--- config.mk ---
export PLATFORM = sky130hd
export DESIGN_NAME = bmp_pixel_unpacker
export DESIGN_NICKNAME = d
export VERILOG_FILES = /design/src/rtl/core/bpu_pkg.sv /design/src/rtl/core/bpu_front.sv /design/src/rtl/core/bpu_queue.sv /design/src/rtl/core/bpu_back.sv /design/src/rtl/core/bmp_pixel_unpacker.sv
export SDC_FILE = /design/constraint.sdc
export NUM_CORES = 1
export LEC_CHECK = 0
export BUFFER_PORTS_ARGS = -buffer_cell sky130_fd_sc_hd__buf_4
export CORE_MARGIN = 8
export CORE_UTILIZATION = 55
export CTS_CLUSTER_DIAMETER = 40
export DETAILED_ROUTE_END_ITERATION = 7
export PLACE_DENSITY = 0.73
export RECOVER_POWER = 50
export SYNTH_ARGS = -nofsm -noshare
export SYNTH_HDL_FRONTEND = slang
export SYNTH_HIERARCHICAL = 1
export SYNTH_SLANG_ARGS = --single-unit
export TNS_END_PERCENT = 20
--- constraint.sdc ---
create_clock -name clock -period 7.9 [get_ports clock]
set_clock_uncertainty 0.1 [all_clocks]
set_input_delay 1.185 -clock clock [delete_from_list [all_inputs] [get_ports clock]]
set_output_delay 1.185 -clock clock [all_outputs]
set_load 0.01 [all_outputs]
--- src/rtl/core/bpu_pkg.sv ---
package bpu_pkg;

   // Widths fixed by the register map and the result word.
   localparam int SIZE_W   = 13;
   localparam int COORD_W  = 12;
   localparam int BYTE_W   = 8;
   localparam int MASK_W   = 32;
   localparam int INDEX_W  = 3;
   localparam int SIZE_FIELD_MAX = (1 << SIZE_W) - 1;

   // Default image size limits for the top level.
   localparam int MAX_WIDTH_DEF  = 4096;
   localparam int MAX_HEIGHT_DEF = 4096;

   // Depth of the pixel queue between the front and back parts; a power of two.
   localparam int QUEUE_DEPTH = 4;

   // Register reset values.
   localparam logic [SIZE_W-1:0] WIDTH_RESET  = SIZE_W'(1);
   localparam logic [SIZE_W-1:0] HEIGHT_RESET = SIZE_W'(1);
   localparam logic [1:0]        ORIENT_RESET = 2'd0;
   localparam logic              FORMAT_RESET = 1'b1;
   localparam logic [MASK_W-1:0] RED_RESET    = 32'h00FF_0000;
   localparam logic [MASK_W-1:0] GREEN_RESET  = 32'h0000_FF00;
   localparam logic [MASK_W-1:0] BLUE_RESET   = 32'h0000_00FF;
   localparam logic [MASK_W-1:0] ALPHA_RESET  = 32'hFF00_0000;

   // Alpha value reported for 24-bit pixels.
   localparam logic [BYTE_W-1:0] ALPHA_OPAQUE = 8'hFF;

   typedef enum logic [INDEX_W-1:0] {
      REG_IMAGE_WIDTH  = 3'd0,
      REG_IMAGE_HEIGHT = 3'd1,
      REG_ORIENTATION  = 3'd2,
      REG_PIXEL_FORMAT = 3'd3,
      REG_RED_MASK     = 3'd4,
      REG_GREEN_MASK   = 3'd5,
      REG_BLUE_MASK    = 3'd6,
      REG_ALPHA_MASK   = 3'd7
   } csr_index_type;

   typedef struct packed {
      logic [SIZE_W-1:0] width;
      logic [SIZE_W-1:0] height;
      logic [1:0]        orientation;
      logic              pixel_format;
   } geom_type;

   typedef struct packed {
      logic [MASK_W-1:0] red;
      logic [MASK_W-1:0] green;
      logic [MASK_W-1:0] blue;
      logic [MASK_W-1:0] alpha;
   } mask_type;

   typedef struct packed {
      logic [MASK_W-1:0]  word;
      logic [COORD_W-1:0] col_x;
      logic [COORD_W-1:0] row_y;
      logic               last_pixel;
      logic               wide;
   } pix_type;

   typedef struct packed {
      logic push;
      logic pad_busy;
   } front_status_type;

   typedef struct packed {
      logic full;
      logic empty;
   } queue_status_type;

endpackage

--- src/rtl/core/bpu_front.sv ---
module bpu_front #(
   parameter int MAX_WIDTH  = bpu_pkg::MAX_WIDTH_DEF,
   parameter int MAX_HEIGHT = bpu_pkg::MAX_HEIGHT_DEF
) (
   input  logic                             clock,
   input  logic                             reset,
   input  logic                             accept,
   input  logic [bpu_pkg::BYTE_W-1:0]       pixel_byte,
   input  bpu_pkg::geom_type                geom,
   output bpu_pkg::pix_type                 pix,
   output bpu_pkg::front_status_type        status
);

   localparam int W_CAP = (MAX_WIDTH > bpu_pkg::SIZE_FIELD_MAX) ?
                          bpu_pkg::SIZE_FIELD_MAX : MAX_WIDTH;
   localparam int H_CAP = (MAX_HEIGHT > bpu_pkg::SIZE_FIELD_MAX) ?
                          bpu_pkg::SIZE_FIELD_MAX : MAX_HEIGHT;
   localparam int CW = (W_CAP > 1) ? $clog2(W_CAP) : 1;
   localparam int RW = (H_CAP > 1) ? $clog2(H_CAP) : 1;
   localparam logic [bpu_pkg::SIZE_W-1:0] W_CAP_V = bpu_pkg::SIZE_W'(W_CAP);
   localparam logic [bpu_pkg::SIZE_W-1:0] H_CAP_V = bpu_pkg::SIZE_W'(H_CAP);
   localparam logic [bpu_pkg::SIZE_W-1:0] ONE     = bpu_pkg::SIZE_W'(1);

   logic [1:0]    slot_ff, slot_in;
   logic [23:0]   held_ff, held_in;
   logic [CW-1:0] col_ff, col_in;
   logic [RW-1:0] row_ff, row_in;
   logic [1:0]    pad_ff, pad_in;

   logic [bpu_pkg::SIZE_W-1:0] w, h, wm1, hm1, col_ext, row_ext, fc, fr, x_full, y_full;
   logic [23:0] merged;
   logic [bpu_pkg::BYTE_W-1:0] top_byte;
   logic complete, row_end, img_end, pad_busy;

   // Effective size: zero acts as one, and the size saturates at the limit.
   always_comb begin
      w = (geom.width == '0) ? ONE : ((geom.width > W_CAP_V) ? W_CAP_V : geom.width);
      h = (geom.height == '0) ? ONE : ((geom.height > H_CAP_V) ? H_CAP_V : geom.height);
      wm1 = w - ONE;
      hm1 = h - ONE;
      col_ext = bpu_pkg::SIZE_W'(col_ff);
      row_ext = bpu_pkg::SIZE_W'(row_ff);
      fc = (col_ext < wm1) ? col_ext : wm1;
      fr = (row_ext < hm1) ? row_ext : hm1;
      row_end = (fc == wm1);
      img_end = row_end && (fr == hm1);
      x_full = geom.orientation[0] ? (wm1 - fc) : fc;
      y_full = geom.orientation[1] ? fr : (hm1 - fr);
   end

   // Insert the arriving byte at its slot; a fourth byte counts only in 32-bit mode.
   always_comb begin
      merged = held_ff;
      case (slot_ff)
         2'd0: begin
            merged[7:0] = pixel_byte;
         end
         2'd1: begin
            merged[15:8] = pixel_byte;
         end
         2'd2: begin
            merged[23:16] = pixel_byte;
         end
         default: begin
            merged = held_ff;
         end
      endcase
      top_byte = (slot_ff == 2'd3 && geom.pixel_format) ? pixel_byte : '0;
      complete = geom.pixel_format ? (slot_ff == 2'd3) : (slot_ff >= 2'd2);
      pad_busy = (pad_ff != 2'd0);
   end

   always_comb begin
      slot_in = slot_ff;
      held_in = held_ff;
      col_in  = col_ff;
      row_in  = row_ff;
      pad_in  = pad_ff;
      if (accept) begin
         if (pad_busy) begin
            pad_in = pad_ff - 2'd1;
         end else if (!complete) begin
            held_in = merged;
            slot_in = slot_ff + 2'd1;
         end else begin
            slot_in = 2'd0;
            if (row_end) begin
               col_in = '0;
               // Rows of 24-bit pixels pad up to a multiple of four bytes.
               pad_in = geom.pixel_format ? 2'd0 : w[1:0];
               row_in = img_end ? '0 : RW'(fr + ONE);
            end else begin
               col_in = CW'(fc + ONE);
            end
         end
      end
   end

   always_ff @(posedge clock) begin
      if (reset) begin
         slot_ff <= '0;
         col_ff  <= '0;
         row_ff  <= '0;
         pad_ff  <= '0;
      end else begin
         slot_ff <= slot_in;
         col_ff  <= col_in;
         row_ff  <= row_in;
         pad_ff  <= pad_in;
      end
   end

   always_ff @(posedge clock) begin
      held_ff <= held_in;
   end

   always_comb begin
      pix.word       = {top_byte, merged};
      pix.col_x      = x_full[bpu_pkg::COORD_W-1:0];
      pix.row_y      = y_full[bpu_pkg::COORD_W-1:0];
      pix.last_pixel = img_end;
      pix.wide       = geom.pixel_format;
      status.push     = accept && !pad_busy && complete;
      status.pad_busy = pad_busy;
   end

endmodule

--- src/rtl/core/bpu_queue.sv ---
module bpu_queue (
   input  logic                       clock,
   input  logic                       reset,
   input  logic                       push,
   input  bpu_pkg::pix_type           pix_in,
   input  logic                       pop,
   output bpu_pkg::pix_type           pix_out,
   output bpu_pkg::queue_status_type  status
);

   localparam int DEPTH = bpu_pkg::QUEUE_DEPTH;
   localparam int PW    = $clog2(DEPTH);

   bpu_pkg::pix_type entry_ff [DEPTH];

   logic [PW-1:0] wr_ff, wr_in, rd_ff, rd_in;
   logic [PW:0]   count_ff, count_in;

   always_comb begin
      wr_in    = push ? wr_ff + PW'(1) : wr_ff;
      rd_in    = pop ? rd_ff + PW'(1) : rd_ff;
      count_in = count_ff + (PW+1)'(push) - (PW+1)'(pop);
   end

   always_ff @(posedge clock) begin
      if (reset) begin
         wr_ff    <= '0;
         rd_ff    <= '0;
         count_ff <= '0;
      end else begin
         wr_ff    <= wr_in;
         rd_ff    <= rd_in;
         count_ff <= count_in;
      end
   end

   always_ff @(posedge clock) begin
      if (push) begin
         entry_ff[wr_ff] <= pix_in;
      end
   end

   always_comb begin
      pix_out      = entry_ff[rd_ff];
      status.full  = (count_ff == (PW+1)'(DEPTH));
      status.empty = (count_ff == '0);
   end

endmodule

--- src/rtl/core/bpu_back.sv ---
module bpu_back (
   input  logic                              clock,
   input  logic                              reset,
   input  bpu_pkg::pix_type                  pix,
   input  bpu_pkg::queue_status_type         queue_status,
   input  bpu_pkg::mask_type                 masks,
   output logic                              pop,
   output logic                              rsp_valid,
   input  logic                              rsp_stall,
   output logic [bpu_pkg::COORD_W-1:0]       rsp_col_x,
   output logic [bpu_pkg::COORD_W-1:0]       rsp_row_y,
   output logic [bpu_pkg::BYTE_W-1:0]        rsp_red,
   output logic [bpu_pkg::BYTE_W-1:0]        rsp_green,
   output logic [bpu_pkg::BYTE_W-1:0]        rsp_blue,
   output logic [bpu_pkg::BYTE_W-1:0]        rsp_alpha,
   output logic                              rsp_last_pixel
);

   // Each pixel byte is ANDed with the matching mask byte, and the four are summed mod 256.
   function automatic logic [bpu_pkg::BYTE_W-1:0] channel_sum(
      input logic [bpu_pkg::MASK_W-1:0] word,
      input logic [bpu_pkg::MASK_W-1:0] mask
   );
      logic [bpu_pkg::MASK_W-1:0] both;
      both = word & mask;
      return both[7:0] + both[15:8] + both[23:16] + both[31:24];
   endfunction

   logic valid_ff, valid_in;
   logic [bpu_pkg::COORD_W-1:0] col_ff, col_in, row_ff, row_in;
   logic [bpu_pkg::BYTE_W-1:0]  red_ff, red_in, green_ff, green_in;
   logic [bpu_pkg::BYTE_W-1:0]  blue_ff, blue_in, alpha_ff, alpha_in;
   logic last_ff, last_in;

   always_comb begin
      pop      = !queue_status.empty && (!valid_ff || !rsp_stall);
      valid_in = pop || (valid_ff && rsp_stall);
      col_in   = pix.col_x;
      row_in   = pix.row_y;
      red_in   = channel_sum(pix.word, masks.red);
      green_in = channel_sum(pix.word, masks.green);
      blue_in  = channel_sum(pix.word, masks.blue);
      alpha_in = pix.wide ? channel_sum(pix.word, masks.alpha) : bpu_pkg::ALPHA_OPAQUE;
      last_in  = pix.last_pixel;
   end

   always_ff @(posedge clock) begin
      if (reset) begin
         valid_ff <= 1'b0;
      end else begin
         valid_ff <= valid_in;
      end
   end

   always_ff @(posedge clock) begin
      if (pop) begin
         col_ff   <= col_in;
         row_ff   <= row_in;
         red_ff   <= red_in;
         green_ff <= green_in;
         blue_ff  <= blue_in;
         alpha_ff <= alpha_in;
         last_ff  <= last_in;
      end
   end

   assign rsp_valid      = valid_ff;
   assign rsp_col_x      = col_ff;
   assign rsp_row_y      = row_ff;
   assign rsp_red        = red_ff;
   assign rsp_green      = green_ff;
   assign rsp_blue       = blue_ff;
   assign rsp_alpha      = alpha_ff;
   assign rsp_last_pixel = last_ff;

endmodule

--- src/rtl/core/bmp_pixel_unpacker.sv ---
// Pixel array decoder for BMP images. Bytes of the pixel array enter on the req_ channel
// in file order, one byte per clock while req_stall is low; every third (24-bit) or fourth
// (32-bit) byte completes a pixel, and the padding at the end of each file row is
// dropped without a result. Each pixel leaves on the rsp_ channel with its image
// coordinates, the masked channel sums (alpha is FF for 24-bit pixels) and a flag on the
// final pixel of the image. The front part updates its byte, column and row counts as each
// byte is accepted, so a byte is taken on every clock that req_stall is low; a completed
// pixel is written into a four-word queue and moves into the output register when the back
// part pops it. req_stall rises only when that queue is full, which happens only after the
// consumer has held rsp_stall. Configuration is written through the csr_ port, which is
// always ready; write it only while no word is in flight.

module bmp_pixel_unpacker #(
   parameter int MAX_WIDTH  = bpu_pkg::MAX_WIDTH_DEF,
   parameter int MAX_HEIGHT = bpu_pkg::MAX_HEIGHT_DEF
) (
   input  logic                              clock,
   input  logic                              reset,

   input  logic                              req_valid,
   output logic                              req_stall,
   input  logic [bpu_pkg::BYTE_W-1:0]        req_pixel_byte,

   output logic                              rsp_valid,
   input  logic                              rsp_stall,
   output logic [bpu_pkg::COORD_W-1:0]       rsp_col_x,
   output logic [bpu_pkg::COORD_W-1:0]       rsp_row_y,
   output logic [bpu_pkg::BYTE_W-1:0]        rsp_red,
   output logic [bpu_pkg::BYTE_W-1:0]        rsp_green,
   output logic [bpu_pkg::BYTE_W-1:0]        rsp_blue,
   output logic [bpu_pkg::BYTE_W-1:0]        rsp_alpha,
   output logic                              rsp_last_pixel,

   input  logic                              csr_valid,
   output logic                              csr_ready,
   input  logic [bpu_pkg::INDEX_W-1:0]       csr_index,
   input  logic [bpu_pkg::MASK_W-1:0]        csr_data
);

   bpu_pkg::geom_type         geom_ff, geom_in;
   bpu_pkg::mask_type         mask_ff, mask_in;
   bpu_pkg::pix_type          front_pix, queue_pix;
   bpu_pkg::front_status_type front_status;
   bpu_pkg::queue_status_type queue_status;
   logic                      accept, pop;

   // The register file accepts a write on every clock.
   assign csr_ready = 1'b1;

   always_comb begin
      geom_in = geom_ff;
      mask_in = mask_ff;
      if (csr_valid && csr_ready) begin
         case (csr_index)
            bpu_pkg::REG_IMAGE_WIDTH: begin
               geom_in.width = csr_data[bpu_pkg::SIZE_W-1:0];
            end
            bpu_pkg::REG_IMAGE_HEIGHT: begin
               geom_in.height = csr_data[bpu_pkg::SIZE_W-1:0];
            end
            bpu_pkg::REG_ORIENTATION: begin
               geom_in.orientation = csr_data[1:0];
            end
            bpu_pkg::REG_PIXEL_FORMAT: begin
               geom_in.pixel_format = csr_data[0];
            end
            bpu_pkg::REG_RED_MASK: begin
               mask_in.red = csr_data;
            end
            bpu_pkg::REG_GREEN_MASK: begin
               mask_in.green = csr_data;
            end
            bpu_pkg::REG_BLUE_MASK: begin
               mask_in.blue = csr_data;
            end
            bpu_pkg::REG_ALPHA_MASK: begin
               mask_in.alpha = csr_data;
            end
            default: begin
               geom_in = geom_ff;
            end
         endcase
      end
   end

   always_ff @(posedge clock) begin
      if (reset) begin
         geom_ff.width        <= bpu_pkg::WIDTH_RESET;
         geom_ff.height       <= bpu_pkg::HEIGHT_RESET;
         geom_ff.orientation  <= bpu_pkg::ORIENT_RESET;
         geom_ff.pixel_format <= bpu_pkg::FORMAT_RESET;
         mask_ff.red          <= bpu_pkg::RED_RESET;
         mask_ff.green        <= bpu_pkg::GREEN_RESET;
         mask_ff.blue         <= bpu_pkg::BLUE_RESET;
         mask_ff.alpha        <= bpu_pkg::ALPHA_RESET;
      end else begin
         geom_ff <= geom_in;
         mask_ff <= mask_in;
      end
   end

   // A byte is refused only while the pixel queue has no free slot.
   assign req_stall = queue_status.full;
   assign accept    = req_valid && !req_stall;

   bpu_front #(
      .MAX_WIDTH  (MAX_WIDTH),
      .MAX_HEIGHT (MAX_HEIGHT)
   ) u_front (
      .clock      (clock),
      .reset      (reset),
      .accept     (accept),
      .pixel_byte (req_pixel_byte),
      .geom       (geom_ff),
      .pix        (front_pix),
      .status     (front_status)
   );

   bpu_queue u_queue (
      .clock   (clock),
      .reset   (reset),
      .push    (front_status.push),
      .pix_in  (front_pix),
      .pop     (pop),
      .pix_out (queue_pix),
      .status  (queue_status)
   );

   bpu_back u_back (
      .clock          (clock),
      .reset          (reset),
      .pix            (queue_pix),
      .queue_status   (queue_status),
      .masks          (mask_ff),
      .pop            (pop),
      .rsp_valid      (rsp_valid),
      .rsp_stall      (rsp_stall),
      .rsp_col_x      (rsp_col_x),
      .rsp_row_y      (rsp_row_y),
      .rsp_red        (rsp_red),
      .rsp_green      (rsp_green),
      .rsp_blue       (rsp_blue),
      .rsp_alpha      (rsp_alpha),
      .rsp_last_pixel (rsp_last_pixel)
   );

   // A pixel must never be written into a full queue.
   assert property (@(posedge clock) disable iff (reset)
      !(front_status.push && queue_status.full))
      else $error("pixel pushed into a full queue");

   // The back part must never take a pixel from an empty queue.
   assert property (@(posedge clock) disable iff (reset)
      !(pop && queue_status.empty))
      else $error("pixel taken from an empty queue");

   // A padding byte is discarded and never completes a pixel.
   assert property (@(posedge clock) disable iff (reset)
      (accept && front_status.pad_busy) |-> !front_status.push)
      else $error("padding byte produced a pixel");

endmodule
# Word level (Yosys, flattened, before mapping)
# Memory sizes are Yosys's and may differ from the RTL's. A register that Yosys moved wholly into a read port is not among the register bits.
# Index checks and enable logic that the tools add are counted.
# W data, S select, Z words.
# totals
reg_bits	274
ram_bits	232
inputBits	48
output_inout_bits	60
mem_count	1
# mem_list
memory	words	width	read_ports	rd_clocked_by_memory_dff	wr	line	source
u_queue.entry_ff	4	58	1	1	1	bpu_queue.sv:14	bpu_pkg::pix_type entry_ff [DEPTH];
# classes
addsub	24
magnitude_cmp	5
eq_ne	13
mux	24
bitwise	6
n_reduce_logical	35
# ops
operator	n
$and A32 B32 Y32	4
$add A8 B8 Y8	12
$mux W13	6
$mux W12	4
$mux W8	4
$eq A13 B13 Y1	2
$gt A13 B13 Y1 const B	2
$logic_not A13 Y1	2
$lt A12 B13 Y1	2
$sub A13 B1 Y13 const B	2
$add A12 B1 Y12 const B	2
$sub A12 B12 Y12	2
$reduce_and A2 Y1	9
$eq A3 B3 Y1 const B	5
$mux W2	7
$reduce_and A3 Y1	3
$logic_and A1 B1 Y1	7
$add A2 B1 Y2 const B	3
$eq A3 B2 Y1 const B	2
$logic_not A3 Y1	2
$reduce_bool A2 Y1	3
$logic_not A1 Y1	5
$eq A2 B2 Y1 const B	2
$reduce_and A4 Y1	1
other kinds (10)	14

# Logic depth before layout (Yosys ltp)
# Gate-level depths: netlist (run 1).
# logic_depth
depth_word	10
ltp_mapped	36

# Modules after synthesis
# Netlist (run 1), hierarchy kept.
# modules_own_cells
module	n_inst	cells_each	area_per_inst_um2
bpu_queue	1	345	8832.2
bpu_front	1	829	6368.6
bmp_pixel_unpacker	1	597	6318.6
bpu_back	1	454	4843.4

# Worst setup path before layout (run 1)
# Ideal clock, no wire load.
# synth_timing
kind	register -> register
startpoint	register geom_ff[5] in the netlist's numbering
endpoint	memory u_queue/entry_ff[0][13] in the netlist's numbering (data pin)
arrival_ns	7.050
required_time_ns	7.519
slack_ns	0.470
stages_incl_launch_ff	36
synth_period_minus_slack_ns	7.430
path_cell_list	dfxtp_1 -> or3_1 -> nor3_1 -> nand3_1 -> a21o_1 -> ha_1 -> clkbuf_1 -> nor2b_1 -> a21oi_1 -> a21oi_1 -> clkbuf_1 -> ha_1 -> or4_1 -> nand4_1 -> o21ai_0 -> a211oi_1 -> nor4_4 -> or2_1 -> buf_4 -> clkbuf_1 -> clkbuf_1 -> nor2_1 -> a21oi_1 -> inv_1 -> ha_1 -> a21o_1 -> and2_1 -> a21oi_1 -> nand3_1 -> mux2i_1 -> o32ai_1 -> a21oi_2 -> o221ai_1 -> a211oi_1 -> a2111o_1 -> nand3_1
# synth_rtl
item	line	source
start: declaration	bmp_pixel_unpacker.sv:40	bpu_pkg::geom_type geom_ff, geom_in;
start signal: assignment	bmp_pixel_unpacker.sv:97	geom_ff <= geom_in;
end: declaration	bpu_queue.sv:14	

==> results of run 1 <==
[per-stage QoR]
stage	cells	worst slack (ns)
after floorplan	2223	0.470
after global placement	2863	0.652
after detailed placement	2863	0.360
after CTS	2984	0.314
after global routing	2989	-0.0506
final	2989	0.520
[where the power goes]
part,internal [mW],switching (mW)
registers,3.27,0.142
logic,0.813,1.28
clock network,1.75,1.20
[cell usage in the layout (no fill, tap or decap), drive strengths merged, types with 10 or more instances in the layout]
master / n
nand2: 137
ha: 71
xor2: 10
xnor2: 66
nand2b: 166
nor2b: 12
a21o: 17
mux2i: 184
a21oi: 83
inv: 152
a211oi: 10
or3: 13
dfxtp: 195
nand3: 27
nor3: 34
mux4: 58
edfxtp: 313
buf: 75
and3: 12
nor2: 173
mux2: 26
and2: 74
clkinv: 26
a22oi: 18
o21ai: 51
fa: 58
clkbuf: 140
nor4: 15
[sequential cells by signal, indices dropped and copies added (netlist names), named ones only]
signal	count
geom_ff	29
mask_ff	128
u_back/rsp_alpha	8
u_back/rsp_blue	8
u_back/rsp_col_x	12
u_back/rsp_green	8
u_back/rsp_last_pixel	1
u_back/rsp_red	8
u_back/rsp_row_y	12
u_back/rsp_valid	1
u_front/col_ff	12
u_front/held_ff	24
u_front/pad_ff	2
u_front/row_ff	12
u_front/slot_ff	2
u_queue/count_ff	3
u_queue/entry_ff	232
u_queue/rd_ff	2
u_queue/wr_ff	2
[timing repair]
item / CTS / global route
setup endpoints to repair: 0 / 20
setup buffers: 0 / 4
gates resized for setup: 0 / 6
[layer usage]
metal	wire (µm)	part of all wire (%)
met5	28	0.044
met4	1250	2.0
met3	4170	6.6
met2	29600	47
met1	28300	45
[area by class of cell]
cell class	count	area (µm²)
Fill cell	3700	18000
Antenna cell	1	2.50
Timing Repair Buffer	138	805
Inverter	142	533
Sequential cell	508	13300
Tap cell	615	769
Clock buffer	77	1730
Multi-Input combinational cell	1464	11900
Clock inverter	44	484
[critical path, delay by kind of cell (launching register included)]
family | cells | cell delay (ns)
simple gates | 11 | 2.47
compound gates | 12 | 2.56
fa+ha+maj | 3 | 1.02
flops | 1 | 0.37
mux | 1 | 0.16
buf+inv | 2 | 0.40
[worst paths after layout]
check	from	to	slack, ns
setup / recovery	geom_ff[11]$_SDFFE_PP0P_	u_queue/entry_ff[3][13]$_DFFE_PP_	0.52
hold / removal	mask_ff[83]$_SDFFE_PP0P_	mask_ff[83]$_SDFFE_PP0P_	0.37
setup reg to reg	geom_ff[11]$_SDFFE_PP0P_	u_queue/entry_ff[3][13]$_DFFE_PP_	0.52
hold reg to reg	mask_ff[83]$_SDFFE_PP0P_	mask_ff[83]$_SDFFE_PP0P_	0.37
==> run metrics, run 1 <==
shortest period the worst path allows 7.38 ns; crit share post-route 93.4%; worst slew margin relative to its limit -151%; synthesis warning total 6; post-DR wirelength/cell 21.2 µm; clock input transition at the sequential cells of the worst setup and hold paths 0.06 ns; Crit Path Category reg2reg; final estimated routing congestion in global placement 0.904; post-detailed-placement cell area 27600 µm²; number of hold-slack violations in the final timing report 0; total CTS buffers 66; total number of placement rows 80; Post-Synthesis Cell Area 26300 µm²; leakage dissipation 11.5 nW; max-capacitance violation count 5; final setup violating endpoints 0; syn avg cell area 11.9 µm²; Post-DRT Antenna Nets 0; run status finished, violations left; type of destination of the critical path flop; maximum ir drop on the vdd rail 146 µV; instance count of the mapped netlist 2223; hold path cells 2; number of buffers added to fix hold violations after cts 0; Hold Slack 0.370 ns; power per cell area 286 nW/µm²; element type at the critical path start flop; maximum number of pins on one net before global-route repair 223; final setup TNS 0 ns; met3 capacity usage during global routing 4.28%; dpl hpwl 44.2 mm; GR peak layer met2; global-route usage over all layers 22.6%; gr ovfl total 0; count of H-tree levels built during CTS 3; Crit-path slowest cell sky130_fd_sc_hd__nor4_2; number of antenna violations at the first check in global routing 6; clock buffer depth 3; total vias in the final route 17266; nets 2497; sink count of the clock tree 508; boundary pin count 108; Max Clk Rate 136 MHz; maximum fanout along the worst path 26; Req. time, crit path 8.11 ns; share of layout cells above drive strength 1 12.3%; # port buffers 106; number of search-and-repair iterations in the first detailed-routing pass 5; die width 235 µm; drt total wl 63.4 mm; CTS tree built; GR met2 Demand/Resource 36.7%; vertical die dimension 235 µm; later-pin clock latency in the skew report 0.60 ns; Final Power 8.45 mW; ratio of routed vias to standard cells 5.78; worst-margin pin slew 3.77 ns; DRC violation count after routing 0; arrival time at the worst endpoint 7.59 ns; failing checks max-capacitance violations, max-slew violations; vias in the first global route 17406; met1 Use GR 30.6%; area of the die 55200 µm²; Layout Area Growth over Synthesis 12.2%; fin util 62.2%; CTS Root Buffer Type sky130_fd_sc_hd__clkbuf_16; wire length of the first global-routing pass 98.3 mm; core region area 47500 µm²; highest cell delay on the worst timing path 0.57 ns; kind of path behind the tightest hold check reg2reg; initial core utilization 55.4%; final design instance area without fill 29600 µm²; Net Count, Synth 2400; first-iteration detailed-routing DRC count 1479; Max Transition Viols Final 384; reg2reg path depth 29
No activity file was read; power rests on OpenSTA's default activity.
==> run 2, diff against run 1 <==
- BUFFER_PORTS_ARGS: -buffer_cell sky130_fd_sc_hd__buf_4 -> not set
- DONT_BUFFER_PORTS: not set -> 1
- PLACE_DENSITY: 0.73 -> 0.71
==> run 2 against run 1 <==
The flow still finishes with violations (max-capacitance violations, max-slew violations). Utilization fell by 0.76 points. Design area fell by 1.2%. Clock power rose by 7.8%. Power rose by 1.0%. Sequential power rose by 3%. Critical path depth fell by 1. First-iteration DRC count fell by 3.7%. Via count fell by 1.9%. Routed wire length fell by 0.71%. Worst setup slack improved by 0.041 ns. Die area did not move. Highest routed layer is now met4.
==> run metrics, run 2 (same netlist as run 1, synthesis figures left out) <==
Crit Path Category reg2reg; CTS Root Buffer Type sky130_fd_sc_hd__clkbuf_16; leakage dissipation 11.3 nW; hold path cells 2; post-detailed-placement cell area 26800 µm²; most frequent cells in the layout 313 x sky130_fd_sc_hd__edfxtp_1, 193 x sky130_fd_sc_hd__dfxtp_1, 184 x sky130_fd_sc_hd__mux2i_1, 172 x sky130_fd_sc_hd__nor2_1, 166 x sky130_fd_sc_hd__nand2b_1; GR peak layer met2; initial core utilization 55.4%; first-iteration detailed-routing DRC count 1425; Post-Place Cells 2758; launch point of the worst reg-to-reg path geom_ff[5]$_SDFFE_PP0P_; most common cell after layout, fill and taps aside sky130_fd_sc_hd__edfxtp_1; Crit-path slowest cell sky130_fd_sc_hd__a2111oi_0; ANT cells 0; power per cell area 292 nW/µm²; arrival time at the worst endpoint 7.71 ns; share of layout cells above drive strength 1 11.1%; area of the die 55200 µm²; clock buffer depth 3; Final Power 8.53 mW; FF-to-FF End u_queue/entry_ff[0][12]$_DFFE_PP_; final estimated routing congestion in global placement 0.890; final critical-path setup slack 0.561 ns; Hold Slack 0.369 ns; clock input transition at the sequential cells of the worst setup and hold paths 0.06 ns; worst slew margin relative to its limit -159%; sink count of the clock tree 508; Max Transition Viols Final 191; die width 235 µm; hold path startpoint mask_ff[105]$_SDFFE_PP0P_; failing checks max-capacitance violations, max-slew violations; global-route usage over all layers 22.6%; CP Buf/Inv Count 2; total of fill cells in the finished design 3718; DRC violation count after routing 0; count of H-tree levels built during CTS 3; number of hold-slack violations in the final timing report 0; ratio of routed vias to standard cells 5.86; fin util 61.4%; register with the most flip-flops u_queue/entry_ff; crit share post-route 92.9%; flip-flop count of the largest register after layout 232; final design instance area without fill 29200 µm²; total CTS buffers 72; max-capacitance violation count 8; count of cell instances traversed by the critical path 28; met1 Use GR 30.8%; nets 2396; number of buffers added to fix hold violations after cts 0; worst-margin pin slew 3.88 ns; later-pin clock latency in the skew report 0.61 ns; final setup violating endpoints 0; wire length of the first global-routing pass 98.5 mm; element type at the critical path start flop; registers with the most flip-flops u_queue/entry_ff (232), mask_ff (128), geom_ff (29); dpl hpwl 43.4 mm; kind of path behind the tightest hold check reg2reg; # port buffers 0; number of antenna violations at the first check in global routing 0; run status finished, violations left; cell family with most CP delay compound AO/OA/AOI/OAI gates; setup slack on the worst flop-to-flop path 0.56 ns; register cell area after layout 13300 µm²; final setup TNS 0 ns; Setup WS pre-CTS 0.456 ns; boundary pin count 108; Req. time, crit path 8.27 ns; drt total wl 62.9 mm; total vias in the final route 16940; CTS tree built; most frequent CP cell sky130_fd_sc_hd__a21oi_1; total number of placement rows 80; Post-DRT Antenna Nets 0; reg2reg path depth 28; Layout Area Growth over Synthesis 10.9%; met3 capacity usage during global routing 4.42%; worst hold endpoint mask_ff[105]$_SDFFE_PP0P_; maximum number of pins on one net before global-route repair 259; highest cell delay on the worst timing path 0.54 ns; core region area 47500 µm²; gr ovfl total 0; area taken by multi-input logic gates 12000 µm²; non-filler instance count after layout 2893; number of search-and-repair iterations in the first detailed-routing pass 7; shortest period the worst path allows 7.34 ns; post-DR wirelength/cell 21.8 µm; GR met2 Demand/Resource 36.3%; maximum ir drop on the vdd rail 146 µV; vias in the first global route 17014; maximum fanout along the worst path 12; type of destination of the critical path flop; Max Clk Rate 136 MHz; vertical die dimension 235 µm
-- run 2: area by class of cell --
type / count / area share (%)
tap: 615 / 2.63
clock buffer: 86 / 6.67
multi-input combinational: 1464 / 41.0
inverter: 142 / 1.82
clock inverter: 47 / 1.63
timing repair buffer: 31 / 0.707
sequential: 508 / 45.6
-- run 2: worst register-to-register path, delay by kind of cell, from the launching register on --
family,cells,cell delay (ns)
AO/OA/AOI/OAI,13,3.27
AND/OR/NAND/NOR,9,1.93
adder cells (fa/ha/maj),4,1.23
flip-flops,1,0.37
buffers and inverters,2,0.31
-- run 2: routing by layer --
metal  up-vias  part of all wire, %
met5         -                    0
met4         0                  2.4
met3        79                  5.6
met2       452                   46
met1      8459                   46
li1       7950                    -
-- run 2: how the worst max path moves through the flow --
stage                                        from                                 to  slack [ns]
final                     geom_ff[5]$_SDFFE_PP0P_  u_queue/entry_ff[0][12]$_DFFE_PP_        0.56
after CTS                 geom_ff[5]$_SDFFE_PP0P_  u_queue/entry_ff[3][13]$_DFFE_PP_        0.40
after detailed placement  geom_ff[5]$_SDFFE_PP0P_  u_queue/entry_ff[1][13]$_DFFE_PP_        0.46
after global routing      geom_ff[5]$_SDFFE_PP0P_  u_queue/entry_ff[0][12]$_DFFE_PP_       -0.01
after floorplan           geom_ff[5]$_SDFFE_PP0P_  u_queue/entry_ff[0][13]$_DFFE_PP_        0.47
after global placement    geom_ff[5]$_SDFFE_PP0P_  u_queue/entry_ff[0][13]$_DFFE_PP_        0.72
-- run 2: timing repair --
action                                  4_1_cts  5_1_grt
gates resized for setup                       0        6
buffers inserted                              0        2
endpoints found under the setup margin        0        8
-- run 2: report_power, final --
part | switching (mW) | internal, mW
logic | 1.11 | 0.728
registers | 0.232 | 3.28
clock network | 1.27 | 1.91
total | 2.61 | 5.92
==> run 3, diff against run 2 <==
- CTS_BUF_LIST: not set -> sky130_fd_sc_hd__clkbuf_4
==> run 3 against run 2 <==
The run still ends with max-capacitance violations, max-slew violations left. Die area did not move. Power fell by 9.9%. Routed wire length is 0.73% higher. Sequential cell count unchanged. Combinational power barely moved. Final cell count up 4.2%. Clock power is 27% lower. Sequential power about the same. Worst setup slack gained 0.013 ns. Utilization fell by 1.3 points.
==> run metrics, run 3 (same netlist as run 1, synthesis figures left out) <==
run status finished, violations left; failing checks max-capacitance violations, max-slew violations; total of fill cells in the finished design 3875; CP Buf/Inv Count 2; leakage dissipation 11.2 nW; Post-Place Cells 2758; area of the die 55200 µm²; CTS tree built; number of search-and-repair iterations in the first detailed-routing pass 5; Detail Route met2 WL 29.8 mm; nets 2463; registers with the most flip-flops u_queue/entry_ff (232), mask_ff (128), geom_ff (29); kind of path behind the tightest hold check in2reg; later-pin clock latency in the skew report 0.97 ns; routed length on met1 28.5 mm; cell family with most CP delay compound AO/OA/AOI/OAI gates; final setup violating endpoints 0; max-capacitance violation count 7; count of cell instances traversed by the critical path 30; hold path cells 1; top layer in use met4; number of hold-slack violations in the final timing report 0; Layout Area Growth over Synthesis 8.45%; worst slew margin relative to its limit -158%; clock buffer depth 3; maximum ir drop on the vdd rail 128 µV; total number of placement rows 80; vias in the first global route 17548; maximum fanout along the worst path 18; fin util 60.1%; shortest period the worst path allows 7.33 ns; initial core utilization 55.4%; sink count of the clock tree 508; highest cell delay on the worst timing path 0.41 ns; crit share post-route 92.7%; non-filler instance count after layout 3015; reg2reg path depth 30; boundary pin count 108; first-iteration detailed-routing DRC count 1401; Max Clk Rate 136 MHz; ratio of routed vias to standard cells 5.75; die width 235 µm; maximum number of pins on one net before global-route repair 259; number of buffers added to fix hold violations after cts 0; type of destination of the critical path flop; Req. time, crit path 8.44 ns; final design instance area without fill 28600 µm²; global-route usage over all layers 22.9%; core region area 47500 µm²; Max Transition Viols Final 191; number of antenna violations at the first check in global routing 3; gr ovfl total 0; wire length of the first global-routing pass 99.0 mm; post-DR wirelength/cell 21.0 µm; total vias in the final route 17350; DRC violation count after routing 0; worst-margin pin slew 3.87 ns; Crit Path Category reg2reg; dpl hpwl 43.4 mm; most frequent cells in the layout 313 x sky130_fd_sc_hd__edfxtp_1, 200 x sky130_fd_sc_hd__clkbuf_4, 193 x sky130_fd_sc_hd__dfxtp_1, 184 x sky130_fd_sc_hd__mux2i_1, 172 x sky130_fd_sc_hd__nor2_1; clock input transition at the sequential cells of the worst setup and hold paths 0.06 ns; vertical die dimension 235 µm; final estimated routing congestion in global placement 0.890; register with the most flip-flops u_queue/entry_ff; flip-flop count of the largest register after layout 232; power per cell area 269 nW/µm²; # port buffers 0; count of H-tree levels built during CTS 4; most common cell after layout, fill and taps aside sky130_fd_sc_hd__edfxtp_1; element type at the critical path start flop; CTS Root Buffer Type sky130_fd_sc_hd__clkbuf_4; met3 layer wire length in the routed design 3.85 mm; share of layout cells above drive strength 1 15.0%; Crit-path slowest cell sky130_fd_sc_hd__or3_1; arrival time at the worst endpoint 7.87 ns; total CTS buffers 139; post-detailed-placement cell area 26800 µm²; Post-DRT Antenna Nets 0; drt total wl 63.4 mm
run 3: cell count changes in the layout (fill, tap and decap cells not counted), moves of 4 or more:
cell | previous run | this run
sky130_fd_sc_hd__inv_8 | 4 | 0
sky130_fd_sc_hd__clkinv_2 | 3 | 11
sky130_fd_sc_hd__clkbuf_16 | 75 | 0
sky130_fd_sc_hd__clkinv_1 | 9 | 28
sky130_fd_sc_hd__clkbuf_1 | 15 | 9
sky130_fd_sc_hd__inv_6 | 12 | 5
sky130_fd_sc_hd__clkbuf_4 | 0 | 200
run 3: area by class of cell:
| type | count | area [µm²] | share of cell area [%] |
|---|---|---|---|
| clock inverters | 52 | 292 | 1.02 |
| inverters | 142 | 533 | 1.87 |
| clock buffers | 200 | 1500 | 5.25 |
| flip-flops and latches | 508 | 13300 | 46.6 |
| repair buffers | 31 | 199 | 0.696 |
| well taps | 615 | 769 | 2.69 |
| multi-input cells | 1464 | 12000 | 41.9 |
| diodes | 3 | 7.51 | 0.0263 |
run 3: stage by stage:
step / hold slack [ns] / setup TNS [ns] / total power, mW / setup slack [ns]
detailed placement: 0.361 / 0 / 5.38 / 0.456
global placement: 0.353 / 0 / 5.33 / 0.716
CTS: 0.0851 / 0 / 7.76 / 0.371
global route: 0.122 / -0.0524 / 8.12 / -0.0104
finish: 0.236 / 0 / 7.69 / 0.573
floorplan: 0.344 / 0 / 4.90 / 0.470
run 3: path summary, 6_finish.rpt:
path / slack [ns] / from / to
max: 0.57 / geom_ff[5]$_SDFFE_PP0P_ / u_queue/entry_ff[1][13]$_DFFE_PP_
min: 0.24 / reset / u_back/rsp_valid$_SDFF_PP0_
max reg2reg: 0.57 / geom_ff[5]$_SDFFE_PP0P_ / u_queue/entry_ff[1][13]$_DFFE_PP_
min reg2reg: 0.37 / mask_ff[108]$_SDFFE_PP0P_ / mask_ff[108]$_SDFFE_PP0P_
run 3: metal layers:
metal	vias to the layer above	global-route usage, %
li1	8162	-
met1	8610	30.3
met2	485	36.9
met3	93	5.41
met4	0	7.96
met5	-	0
run 3: repair_timing:
item / in CTS / in global routing
resized for setup: 0 / 6
setup endpoints to repair: 0 / 12
setup buffers: 0 / 2
run 3: power breakdown:
part	internal (mW)	switching, mW	leakage, nW
clock network	1.22	1.11	1.07
logic	0.728	1.12	5.59
registers	3.28	0.231	4.51
